==> config.mk <==
export PLATFORM = sky130hd
export DESIGN_NAME = timed_pattern_player
export DESIGN_NICKNAME = d
export VERILOG_FILES = /design/src/sv/tpp_pkg.sv /design/src/sv/timed_pattern_player.sv /design/src/sv/tpp_step_mem.sv /design/src/sv/tpp_sequencer.sv
export SDC_FILE = /design/constraint.sdc
export NUM_CORES = 2
export LEC_CHECK = 0
export ABC_CLOCK_PERIOD_IN_PS = 15300
export BUFFER_PORTS_ARGS = -buffer_cell sky130_fd_sc_hd__buf_2
export CORE_MARGIN = 4
export CORE_UTILIZATION = 65
export DETAILED_ROUTE_END_ITERATION = 8
export PLACE_DENSITY = 0.87
export REMOVE_ABC_BUFFERS = 1
export SLEW_MARGIN = 25
export SYNTH_ARGS = -nofsm -noshare
export SYNTH_HDL_FRONTEND = slang
export SYNTH_SLANG_ARGS = --single-unit
==> constraint.sdc <==
create_clock -name clk -period 15.3 [get_ports clk]
set_clock_uncertainty 0.2 [all_clocks]
set_input_delay 0.765 -clock clk [delete_from_list [all_inputs] [get_ports clk]]
set_output_delay 0.765 -clock clk [all_outputs]
set_load 0.02 [all_outputs]
==> src/sv/tpp_pkg.sv <==
// ----------------------------------------------------------------------------
// Timed pattern player package
// Shared types and codes for the pattern player and its parts.
// ----------------------------------------------------------------------------
package tpp_pkg;

	// Item action codes.
	typedef enum logic [1:0] {
		ACT_TICK  = 2'd0,
		ACT_START = 2'd1,
		ACT_STOP  = 2'd2,
		ACT_WRITE = 2'd3
	} tpp_action_t;

	// Configuration register indexes.
	localparam logic REG_STEP_COUNT = 1'b0;
	localparam logic REG_PLAY_COUNT = 1'b1;

	// One table entry: duration in the upper half, level in the lower half.
	typedef struct packed {
		logic [15:0] duration;
		logic [15:0] level;
	} tpp_step_t;

	// Result of one item as it leaves the sequencer.
	typedef struct packed {
		logic        from_mem;
		logic [15:0] level;
		logic        written;
		logic        playing;
		logic        finished;
	} tpp_result_t;

endpackage

==> src/sv/timed_pattern_player.sv <==
// ----------------------------------------------------------------------------
// Timed pattern player
// Plays a stored table of (level, duration) steps on one output, driven by
// tick, start, stop and table write beats.
// ----------------------------------------------------------------------------
//  Channel   Direction  Handshake              Content
//  in        sink       in_valid / in_stall    action, step_index, level, duration
//  out       source     out_valid / out_stall  level, level_written, playing, finished
//  cfg       sink       cfg_write              cfg_index, cfg_data
//
//  One beat is accepted every cycle while in_stall is low; its result goes from
//  the first stage to the output register (table read, then result resolve).
//  The step table memory has one read port, used by the beat that enters a step.
//  Reset clears the play state; the table holds no defined value until written.
//  A stalled output holds one result and one more beat in flight before in_stall.
// ----------------------------------------------------------------------------
module timed_pattern_player #(
	parameter int MAX_STEPS = 32
) (
	input  logic              clk,
	input  logic              arst_n,
	input  logic              cfg_write,
	input  logic              cfg_index,
	input  logic [7:0]        cfg_data,
	input  logic              in_valid,
	output logic              in_stall,
	input  logic [1:0]        action,
	input  logic [4:0]        step_index,
	input  logic [15:0]       step_level,
	input  logic [15:0]       step_duration,
	output logic              out_valid,
	input  logic              out_stall,
	output logic [15:0]       level,
	output logic              level_written,
	output logic              playing,
	output logic              finished
);

	localparam int AW = (MAX_STEPS > 1) ? $clog2(MAX_STEPS) : 1;

	logic                  accept;
	logic                  out_free;
	logic                  s1_move;
	logic [5:0]            step_count_q;
	logic signed [7:0]     play_count_q;
	logic                  rd_en;
	logic [AW-1:0]         rd_addr;
	logic                  wr_en;
	logic [AW-1:0]         wr_addr;
	tpp_pkg::tpp_step_t    wr_data;
	tpp_pkg::tpp_step_t    rd_data;
	tpp_pkg::tpp_result_t  result;
	logic                  s1_v_s1;
	tpp_pkg::tpp_result_t  res_s1;
	logic                  out_v_q;
	logic [15:0]           level_q;
	logic                  written_q;
	logic                  playing_q;
	logic                  finished_q;

	// Handshake: the output register parts the two sides.
	assign out_free = !out_v_q || !out_stall;
	assign s1_move  = s1_v_s1 && out_free;
	assign in_stall = s1_v_s1 && !out_free;
	assign accept   = in_valid && !in_stall;

	// Configuration registers.
	always_ff @(posedge clk or negedge arst_n) begin
		if (!arst_n) begin
			step_count_q <= 6'd1;
			play_count_q <= 8'sd1;
		end else if (cfg_write) begin
			case (cfg_index)
				tpp_pkg::REG_STEP_COUNT: step_count_q <= cfg_data[5:0];
				tpp_pkg::REG_PLAY_COUNT: play_count_q <= cfg_data;
				default: begin
				end
			endcase
		end
	end

	tpp_sequencer #(
		.MAX_STEPS (MAX_STEPS),
		.AW        (AW)
	) u_seq (
		.clk           (clk),
		.arst_n        (arst_n),
		.accept        (accept),
		.action        (action),
		.step_index    (step_index),
		.step_level    (step_level),
		.step_duration (step_duration),
		.step_count    (step_count_q),
		.play_count    (play_count_q),
		.rd_data       (rd_data),
		.rd_en         (rd_en),
		.rd_addr       (rd_addr),
		.wr_en         (wr_en),
		.wr_addr       (wr_addr),
		.wr_data       (wr_data),
		.result        (result)
	);

	tpp_step_mem #(
		.DEPTH (MAX_STEPS),
		.AW    (AW)
	) u_mem (
		.clk     (clk),
		.wr_en   (wr_en),
		.wr_addr (wr_addr),
		.wr_data (wr_data),
		.rd_en   (rd_en),
		.rd_addr (rd_addr),
		.rd_data (rd_data)
	);

	// First stage: result waiting for the table read.
	always_ff @(posedge clk or negedge arst_n) begin
		if (!arst_n) begin
			s1_v_s1 <= 1'b0;
		end else begin
			s1_v_s1 <= accept || in_stall;
		end
	end

	always_ff @(posedge clk) begin
		if (accept) begin
			res_s1 <= result;
		end
	end

	// Output register: resolve the level from the table where a step was entered.
	always_ff @(posedge clk or negedge arst_n) begin
		if (!arst_n) begin
			out_v_q <= 1'b0;
		end else begin
			out_v_q <= s1_move || (out_v_q && out_stall);
		end
	end

	always_ff @(posedge clk) begin
		if (s1_move) begin
			level_q    <= res_s1.from_mem ? rd_data.level : res_s1.level;
			written_q  <= res_s1.written;
			playing_q  <= res_s1.playing;
			finished_q <= res_s1.finished;
		end
	end

	assign out_valid     = out_v_q;
	assign level         = level_q;
	assign level_written = written_q;
	assign playing       = playing_q;
	assign finished      = finished_q;

`ifndef ASSERT_OFF
	// Input is held back only while both stages are full and the output stalls.
	a_stall_cause: assert property (@(posedge clk) disable iff (!arst_n)
		in_stall |-> (out_v_q && out_stall && s1_v_s1))
		else $error("in_stall raised without a full, stalled pipeline");

	// A finishing beat drives level zero and leaves the player idle.
	a_finish_idle: assert property (@(posedge clk) disable iff (!arst_n)
		(out_v_q && finished_q) |-> (!playing_q && written_q && level_q == 16'd0))
		else $error("finished result with a running player or non-zero level");

	// A beat that entered a step always reports a new level while playing.
	a_load_written: assert property (@(posedge clk) disable iff (!arst_n)
		(s1_v_s1 && res_s1.from_mem) |-> (res_s1.written && res_s1.playing))
		else $error("table read issued by a beat that drives no level");
`endif

endmodule

==> src/sv/tpp_step_mem.sv <==
// ----------------------------------------------------------------------------
// Step table memory
// One write port and one read port; read data is registered.
// ----------------------------------------------------------------------------
module tpp_step_mem #(
	parameter int DEPTH = 32,
	parameter int AW    = 5
) (
	input  logic              clk,
	input  logic              wr_en,
	input  logic [AW-1:0]     wr_addr,
	input  tpp_pkg::tpp_step_t wr_data,
	input  logic              rd_en,
	input  logic [AW-1:0]     rd_addr,
	output tpp_pkg::tpp_step_t rd_data
);

	tpp_pkg::tpp_step_t mem [DEPTH];

	// Write port.
	always_ff @(posedge clk) begin
		if (wr_en) begin
			mem[wr_addr] <= wr_data;
		end
	end

	// Registered read port.
	always_ff @(posedge clk) begin
		if (rd_en) begin
			rd_data <= mem[rd_addr];
		end
	end

endmodule

==> src/sv/tpp_sequencer.sv <==
// ----------------------------------------------------------------------------
// Pattern sequencer
// Holds the play state, issues table reads and writes, and forms the
// result of each beat. A step entered by a beat has its level and duration
// delivered by the memory in the next cycle; until committed, they are
// forwarded from the read data.
// ----------------------------------------------------------------------------
module tpp_sequencer #(
	parameter int MAX_STEPS = 32,
	parameter int AW        = 5
) (
	input  logic                  clk,
	input  logic                  arst_n,
	input  logic                  accept,
	input  logic [1:0]            action,
	input  logic [4:0]            step_index,
	input  logic [15:0]           step_level,
	input  logic [15:0]           step_duration,
	input  logic [5:0]            step_count,
	input  logic signed [7:0]     play_count,
	input  tpp_pkg::tpp_step_t    rd_data,
	output logic                  rd_en,
	output logic [AW-1:0]         rd_addr,
	output logic                  wr_en,
	output logic [AW-1:0]         wr_addr,
	output tpp_pkg::tpp_step_t    wr_data,
	output tpp_pkg::tpp_result_t  result
);

	logic [5:0]        pos_q, pos_d;
	logic [5:0]        used_q, used_d;
	logic signed [7:0] plays_q, plays_d;
	logic [15:0]       ticks_q, ticks_d;
	logic [15:0]       level_q, level_d;
	logic              run_q, run_d;
	logic              pend_q, pend_d;
	logic [15:0]       eff_level;
	logic [15:0]       eff_ticks;
	logic [6:0]        pos_inc;
	logic              load;
	logic [5:0]        load_pos;

	// Forward a step just read from the table until it is committed.
	always_comb begin
		eff_level = pend_q ? rd_data.level : level_q;
		if (pend_q) begin
			eff_ticks = (rd_data.duration == 16'd0) ? 16'd1 : rd_data.duration;
		end else begin
			eff_ticks = ticks_q;
		end
	end

	assign pos_inc = {1'b0, pos_q} + 7'd1;
	assign wr_addr = AW'(step_index);
	assign wr_data = '{duration: step_duration, level: step_level};

	// Next state and result of the beat being accepted.
	always_comb begin
		pos_d    = pos_q;
		used_d   = used_q;
		plays_d  = plays_q;
		ticks_d  = eff_ticks;
		level_d  = eff_level;
		run_d    = run_q;
		load     = 1'b0;
		load_pos = '0;
		wr_en    = 1'b0;
		result   = '0;
		if (accept) begin
			case (tpp_pkg::tpp_action_t'(action))
				tpp_pkg::ACT_TICK: begin
					if (run_q) begin
						if (eff_ticks > 16'd1) begin
							ticks_d = eff_ticks - 16'd1;
						end else if (pos_inc >= {1'b0, used_q}) begin
							// End of the table: wrap, or finish the last play.
							if (plays_q < 0) begin
								pos_d = '0;
								load  = 1'b1;
							end else if (plays_q <= 8'sd1) begin
								level_d         = '0;
								plays_d         = '0;
								ticks_d         = '0;
								run_d           = 1'b0;
								result.written  = 1'b1;
								result.finished = 1'b1;
							end else begin
								plays_d = plays_q - 8'sd1;
								pos_d   = '0;
								load    = 1'b1;
							end
						end else begin
							pos_d    = pos_inc[5:0];
							load_pos = pos_inc[5:0];
							load     = 1'b1;
						end
					end
				end
				tpp_pkg::ACT_START: begin
					if (step_count != 6'd0) begin
						if (step_count > MAX_STEPS) begin
							used_d = 6'(MAX_STEPS);
						end else begin
							used_d = step_count;
						end
						pos_d   = '0;
						plays_d = (play_count == 8'sd0) ? 8'sd1 : play_count;
						run_d   = 1'b1;
						load    = 1'b1;
					end
				end
				tpp_pkg::ACT_STOP: begin
					run_d          = 1'b0;
					ticks_d        = '0;
					plays_d        = '0;
					level_d        = '0;
					result.written = 1'b1;
				end
				tpp_pkg::ACT_WRITE: begin
					wr_en = step_index < MAX_STEPS;
				end
				default: begin
				end
			endcase
			if (load) begin
				result.from_mem = 1'b1;
				result.written  = 1'b1;
			end
			result.level   = level_d;
			result.playing = run_d;
		end
	end

	assign pend_d  = load;
	assign rd_en   = load;
	assign rd_addr = AW'(load_pos);

	// Play state registers; a pending step is committed every cycle.
	always_ff @(posedge clk or negedge arst_n) begin
		if (!arst_n) begin
			pos_q   <= '0;
			used_q  <= '0;
			plays_q <= '0;
			ticks_q <= '0;
			level_q <= '0;
			run_q   <= 1'b0;
			pend_q  <= 1'b0;
		end else begin
			pos_q   <= pos_d;
			used_q  <= used_d;
			plays_q <= plays_d;
			ticks_q <= ticks_d;
			level_q <= level_d;
			run_q   <= run_d;
			pend_q  <= pend_d;
		end
	end

endmodule

# --- Yosys cells after proc, flatten, opt, wreduce, memory -nomap -nowiden ---
# Memory sizes are Yosys's and may differ from the RTL's. A register that Yosys moved wholly into a read port is not among the register bits.
# Cells that the tools add are included.
op_classes:
  add_sub_neg: 3
  order_cmp: 5
  eq_ne: 9
  n_mux: 63
  bitwise_logic: 1
  n_reduce_logical: 22
ops:
  columns: ["op", "n"]
  rows:
  - ["16-bit two-way mux", 16]
  - ["16-bit case mux with 2 select lines", 2]
  - ["8-bit two-way mux", 7]
  - ["6-bit two-way mux", 7]
  - ["5-bit two-way mux", 5]
  - ["8-bit case mux with 3 select lines", 1]
  - ["1-bit two-way mux", 21]
  - ["16-bit by 1-bit greater-than comparator with 1-bit output, second input constant", 1]
  - ["16-bit logical NOT", 1]
  - ["16-bit by 1-bit subtractor with 16-bit output, second input constant", 1]
  - ["6-bit case mux with 2 select lines", 1]
  - ["8-bit by 2-bit <= comparator with 1-bit output, second input constant", 1]
  - ["8-bit logical NOT", 1]
  - ["8-bit by 1-bit < comparator with 1-bit output, second input constant", 1]
  - ["8-bit by 2-bit subtractor with 8-bit output, second input constant", 1]
  - ["6-bit by 1-bit adder with 7-bit output, second input constant", 1]
  - ["7-bit by 6-bit greater-or-equal comparator with 1-bit output", 1]
  - ["7-bit AND reduction", 1]
  - ["6-bit greater-than comparator, second input constant", 1]
  - ["2-bit by 1-bit != test with 1-bit output, second input constant", 3]
  - ["6-bit AND reduction", 1]
  - ["6-bit nonzero test", 1]
  - ["2-bit == test, second input constant", 2]
  - ["1-bit logical AND", 4]
  - ["13 further kinds", 21]
totals:
  reg_bits: 109
  mem_bits_rw: 1024
  in_bits: 53
  output_inout_bits: 21
  elab_cells: 124
  n_memories: 1
memory_table:
  columns: ["memory", "words", "width", "read_ports", "rd_clocked_by_memory_dff", "wr", "line", "rtl"]
  rows:
  - ["u_mem.mem", 32, 32, 1, 1, 1, "tpp_step_mem.sv:18", "tpp_pkg::tpp_step_t mem [DEPTH];"]

# --- Depth between registers and ports, before layout ---
depth:
  word_depth: 10
  mapped_depth: 19

# --- Cells and area by module ---
# A second synthesis with hierarchy kept.
hier_totals:
  cells_unflattened: 2809
  hier_area_um2: 46803.6
modules_own_cells:
  columns: ["mod", "n_inst", "cells_each", "area_each_um2"]
  rows:
  - ["tpp_step_mem", 1, 2260, 40812.9]
  - ["tpp_sequencer", 1, 453, 3957.5]
  - ["timed_pattern_player", 1, 96, 2033.2]

# --- Worst setup path before layout ---
# Ideal clock, no wire load.
synth_timing:
  path_kind: "reg2reg"
  startpoint: "reg u_seq.pos_q[0]"
  endpoint: "reg, netlist name u_mem.rd_data[0]"
  t_arrival_ps: 4477
  required_time_ps: 14667
  slack_ps: 10189
  path_stages_with_launch: 13
  n_path_buf: 3
  path_cell_list: "dfrtp_1 clkbuf_1 clkbuf_1 clkbuf_1 nand3_1 xnor2_1 ha_1 a21oi_1 o21ai_1 nor2_1 nor3_1 or2_2 a21oi_1"
synth_via:
  elab_chain_len: 8
  elab_cells_between_ends: 13
synth_lines:
  columns: ["element", "line", "rtl"]
  rows:
  - ["start: declaration", "tpp_sequencer.sv:30", "logic [5:0] pos_q, pos_d;"]
  - ["start signal: assignment", "tpp_sequencer.sv:149", "pos_q <= pos_d;"]
  - ["6-bit by 1-bit adder with 7-bit output", "tpp_sequencer.sv:53", "assign pos_inc = {1'b0, pos_q} + 7'd1;"]
  - ["7-bit by 6-bit greater-or-equal comparator with 1-bit output", "tpp_sequencer.sv:75", "end else if (pos_inc >= {1'b0, used_q}) begin"]
  - ["1-bit two-way mux", "tpp_sequencer.sv:75", null]
  - ["1-bit two-way mux", "tpp_sequencer.sv:73", "if (eff_ticks > 16'd1) begin"]
  - ["1-bit two-way mux", "tpp_sequencer.sv:72", "if (run_q) begin"]
  - ["1-bit case mux with 2 select lines", "tpp_sequencer.sv:70", "case (tpp_pkg::tpp_action_t'(action))"]
  - ["1-bit two-way mux (2 in a row)", "tpp_sequencer.sv:69", "if (accept) begin"]
  - ["named net rd_en", "timed_pattern_player.sv:46", "logic rd_en;"]
# The timed path passes the listed nets, and every way through them passes these cells. The select of a mux whose other input is x is not followed.
# A chain may end at the register's enable or synchronous reset.

# --- Worst setup path after layout ---
layout_timing:
  startpoint: "reg u_seq.pos_q[0]"
  endpoint: "reg, netlist name u_mem.rd_data[11]"
layout_via:
  elab_chain_len: 8
  elab_cells_between_ends: 13
layout_lines:
  columns: ["element", "line"]
  rows:
  - ["6-bit by 1-bit adder with 7-bit output *", "tpp_sequencer.sv:53"]
  - ["7-bit by 6-bit greater-or-equal comparator with 1-bit output", "tpp_sequencer.sv:75"]
  - ["1-bit two-way mux", "tpp_sequencer.sv:75"]
  - ["1-bit two-way mux", "tpp_sequencer.sv:73"]
  - ["1-bit two-way mux", "tpp_sequencer.sv:72"]
  - ["1-bit case mux with 2 select lines", "tpp_sequencer.sv:70"]
  - ["1-bit two-way mux (2 in a row)", "tpp_sequencer.sv:69"]
# Mark *: on every way between the ends. The rest lies on a longest branch, timed or not. The select of a mux whose other input is x is not followed.

==> impl_results.md <==
* Synth cell count leaders: 1,095 x edfxtp_1, 291 x nand2_1, 276 x mux2i_1
* Initial DRC Count at ~5,000
* Worst setup EP type: flop
* Final Total Pwr at about 7.5 mW
* Hold Vio Cnt, Final at 0
* CP Data Required Time at around 16 ns
* Synth Register Bits at between 1,000 and 1,500
* Yosys warnings at 0
* Max Clock Freq at about 0.13 GHz
* Longest Clk Path Bufs at 3
* RSZ-0062 raised after global routing: no
* Top delay family on crit path: buffers and inverters
* Sequential area share after synthesis at between 70% and 80%
* CTS resizes at 0
* Largest net degree at the start of global routing at approximately 250
* Synth top area share at 71.2%
* Synthesized area at 46,200 µm²
* Die area at approximately 75,000 µm²
* Critical Path Start Type: flop
* Pwr Density at approximately 150 nW/µm²
* Gr ovfl total at 0
* # hold bufs at CTS at 0
* Gp weighted congestion at between 0.9 and 1
* Final worst path period share at between 40% and 50%
* Max cap viols at 0
* Final #Nets at a little over 3,000
* Final min period at roughly 7.5 ns
* Layout cell share with drive strength beyond 1 at between 10% and 20%
* DIE HEIGHT at about 270 µm
* DR pass1 iterations at 6
* Post-synth top flop: edfxtp_1
* CP Cell Sequence: buf_4 > ha_1 > nand3_1 > xor2_1 > inv_1 > ha_1 > a21o_1 > a21oi_1 > o21ai_1 > buf_4 > nor3_2 > buf_4 > buf_12 > buf_16 > buf_4 > mux2i_1 > o22ai_1 > a311oi_1 > nor4_1 > and3_1
* R2R cell count at 20
* DIE WIDTH at around 270 µm
* Buf/Inv on CP at 7
* R2R Path End: u_mem.rd_data[11]$_DFFE_PP_
* WHS Endpoint: play_count_q[6]$_DFFE_PN0P_
* Worst r2r src: u_seq.pos_q[0]$_DFFE_PN0P_
* Drt drc at 0
* Via count at roughly 29,000
* Ys async rst share at 6.01%
* Area of the multi-input gates at approximately 11,000 µm²
* Antenna violations before repair at 8
* Port bufs at 73
* Relative slew slack at a little over a quarter
* Worst Tran Pin Value at between 1 and 1.5 ns
* Crit path kind: flop to flop
* Slew Viols, Final at 0
* Worst hold-check path type: input pin to flop
* Vias per cell at 7.15
* WHS at around 0.13 ns
* Slowest cell on crit path: buf_4
* Cell mode on critical path: buf_4
* Fill cells at 3,887
* Final setup violation count at 0
* Antenna Nets Post-Route at 0
* Max incr delay on CP at 0.91 ns
* FF+latch area at approximately 35,000 µm²
* CTS tree: done
* Max FO, Critical Path at a little under 100
* Worst vdd ir at 212 µV
* Cell Area, Placed at about 48,000 µm²
* Synth top area cells: edfxtp_1 71%, mux2i_1 6.0%, dfrtp_1 3.7%
* Top-count cell post-synth: edfxtp_1
* EDFF count, synth at 1,095
* Unique masters post-synth at 66
* HPWL after DPL at about 61,000 µm
* Status: completed
* Critical path arrival at 7.81 ns
* Routed WL at about 130,000 µm
* CTS clk-pin slew, worst paths at around 0.070 ns
* Tot GR Track Use at approximately a third
* Starting Density at between 60% and 70%
* Clock root buffer: clkbuf_16
* Final instance area at roughly 51,000 µm²
* Dominant cell type by area after synthesis: edfxtp_1
* Hold Crit Start: cfg_data[6]
* Static Leak at 17.8 nW
* Post-Syn Instances at slightly below 3,000
* Reg2Reg Setup Slack at between 7 and 8 ns
* CORE AREA at approximately 70,000 µm²
* # clock sinks at 1,165
* Avg Inst Size Synth at between 15 and 20 µm²
* H-tree depth at 3
* Worst skew pair latency at around 0.7 ns
* Area growth syn-to-layout at 11.3%
* DR WL/cell at around 32 µm
* Hold depth at 2
* Setup repair bufs after CTS at 0
* First-pass GRT wire length at around 180,000 µm
* Cts bufs inserted at approximately 110
* I/O Pins at 74
* Vias in the first global route at around 28,000
* Row count at slightly below 100
==> worst max-delay path by stage <==
stage	from	to	slack [ns]	cells after the start
finish	u_seq.pos_q[0]$_DFFE_PN0P_	u_mem.rd_data[11]$_DFFE_PP_	7.84	20
global route	u_seq.pos_q[0]$_DFFE_PN0P_	u_mem.rd_data[11]$_DFFE_PP_	7.41	20
CTS	u_seq.pos_q[0]$_DFFE_PN0P_	u_mem.rd_data[11]$_DFFE_PP_	8.10	19
detailed placement	u_seq.pos_q[0]$_DFFE_PN0P_	u_mem.rd_data[4]$_DFFE_PP_	8.25	19
global placement	u_seq.pos_q[0]$_DFFE_PN0P_	u_mem.rd_data[5]$_DFFE_PP_	8.52	18
floorplan	u_seq.pos_q[0]$_DFFE_PN0P_	u_mem.rd_data[28]$_DFFE_PP_	-12.09	13
==> power breakdown <==
part / internal [mW] / switching (mW) / leakage [nW] / total (mW)
logic: 0.534 / 0.728 / 5.40 / 1.26
registers: 3.55 / 0.0457 / 10.8 / 3.60
clock network: 1.47 / 1.16 / 1.68 / 2.63
total: 5.55 / 1.93 / 17.8 / 7.49
==> registers in the layout, indices dropped and copies added, names as in the netlist, 6 cells and up <==
register       flops
u_mem.mem       1024
u_mem.rd_data     32
res_s1            20
level             16
u_seq.level_q     16
u_seq.ticks_q     16
play_count_q       8
u_seq.plays_q      8
step_count_q       6
u_seq.pos_q        6
u_seq.used_q       6
==> routing by layer <==
metal  share of wire, %  track usage [%]
met1                 34             45.5
met2                 45             50.3
met3                 15             8.85
met4                5.8             17.2
met5              0.048                0
==> worst register-to-register path, delay by kind of cell (launching register included) <==
family          cells  cell delay (ns)
buf+inv             7             3.50
simple gates        4             1.14
fa+ha+maj           2             0.77
compound gates      5             0.72
xor+xnor            1             0.51
flops               1             0.32
mux                 1             0.19
==> through the flow <==
stage | setup slack [ns] | setup TNS, ns | util, % | cells
CTS | 8.10 | 0 | 72.9 | 3977
finish | 7.84 | 0 | 73.1 | 3988
global placement | 8.52 | 0 | 68.0 | 3776
detailed placement | 8.25 | 0 | 68.0 | 3776
global route | 7.41 | 0 | 73.1 | 3985
floorplan | -12.09 | -373.51 | - | 2704
==> final cells by class <==
| cell class | count | area share (%) |
|---|---|---|
| Clock buffer | 129 | 5.41 |
| Sequential cell | 1165 | 67.4 |
| Tap cell | 940 | 2.29 |
| Antenna cell | 7 | 0.0341 |
| Inverter | 20 | 0.146 |
| Timing Repair Buffer | 136 | 1.83 |
| Clock inverter | 72 | 1.30 |
| Multi-Input combinational cell | 1519 | 21.6 |
==> cells by family after synthesis <==
group	share of synthesized area, %
xor+xnor	0.247
compound gates	7.51
buf+inv	1.73
fa+ha+maj	0.434
flops	75.0
mux	9.01
simple gates	6.05
==> layout by cell type (no fill, tap or decap), types with 6 or more instances in the layout <==
| master | n |
|---|---|
| a21o_1 | 6 |
| a21oi_1 | 30 |
| a221oi_1 | 54 |
| a311oi_1 | 120 |
| a32o_1 | 6 |
| and3_1 | 36 |
| buf_2 | 72 |
| buf_4 | 55 |
| bufinv_16 | 10 |
| clkbuf_1 | 20 |
| clkbuf_16 | 107 |
| clkinv_1 | 33 |
| clkinv_2 | 19 |
| dfrtp_1 | 67 |
| diode_2 | 7 |
| edfxtp_1 | 1095 |
| ha_1 | 16 |
| inv_1 | 19 |
| mux2_2 | 122 |
| mux2i_1 | 276 |
| nand2_1 | 290 |
| nand2b_1 | 16 |
| nand3_1 | 24 |
| nor2_1 | 83 |
| nor2_4 | 32 |
| nor2b_1 | 6 |
| nor3_1 | 30 |
| nor4_1 | 40 |
| o21ai_0 | 42 |
| o22ai_1 | 185 |
| or3_1 | 9 |
| xnor2_1 | 8 |
Note: power is estimated with default switching activity, not from simulation.
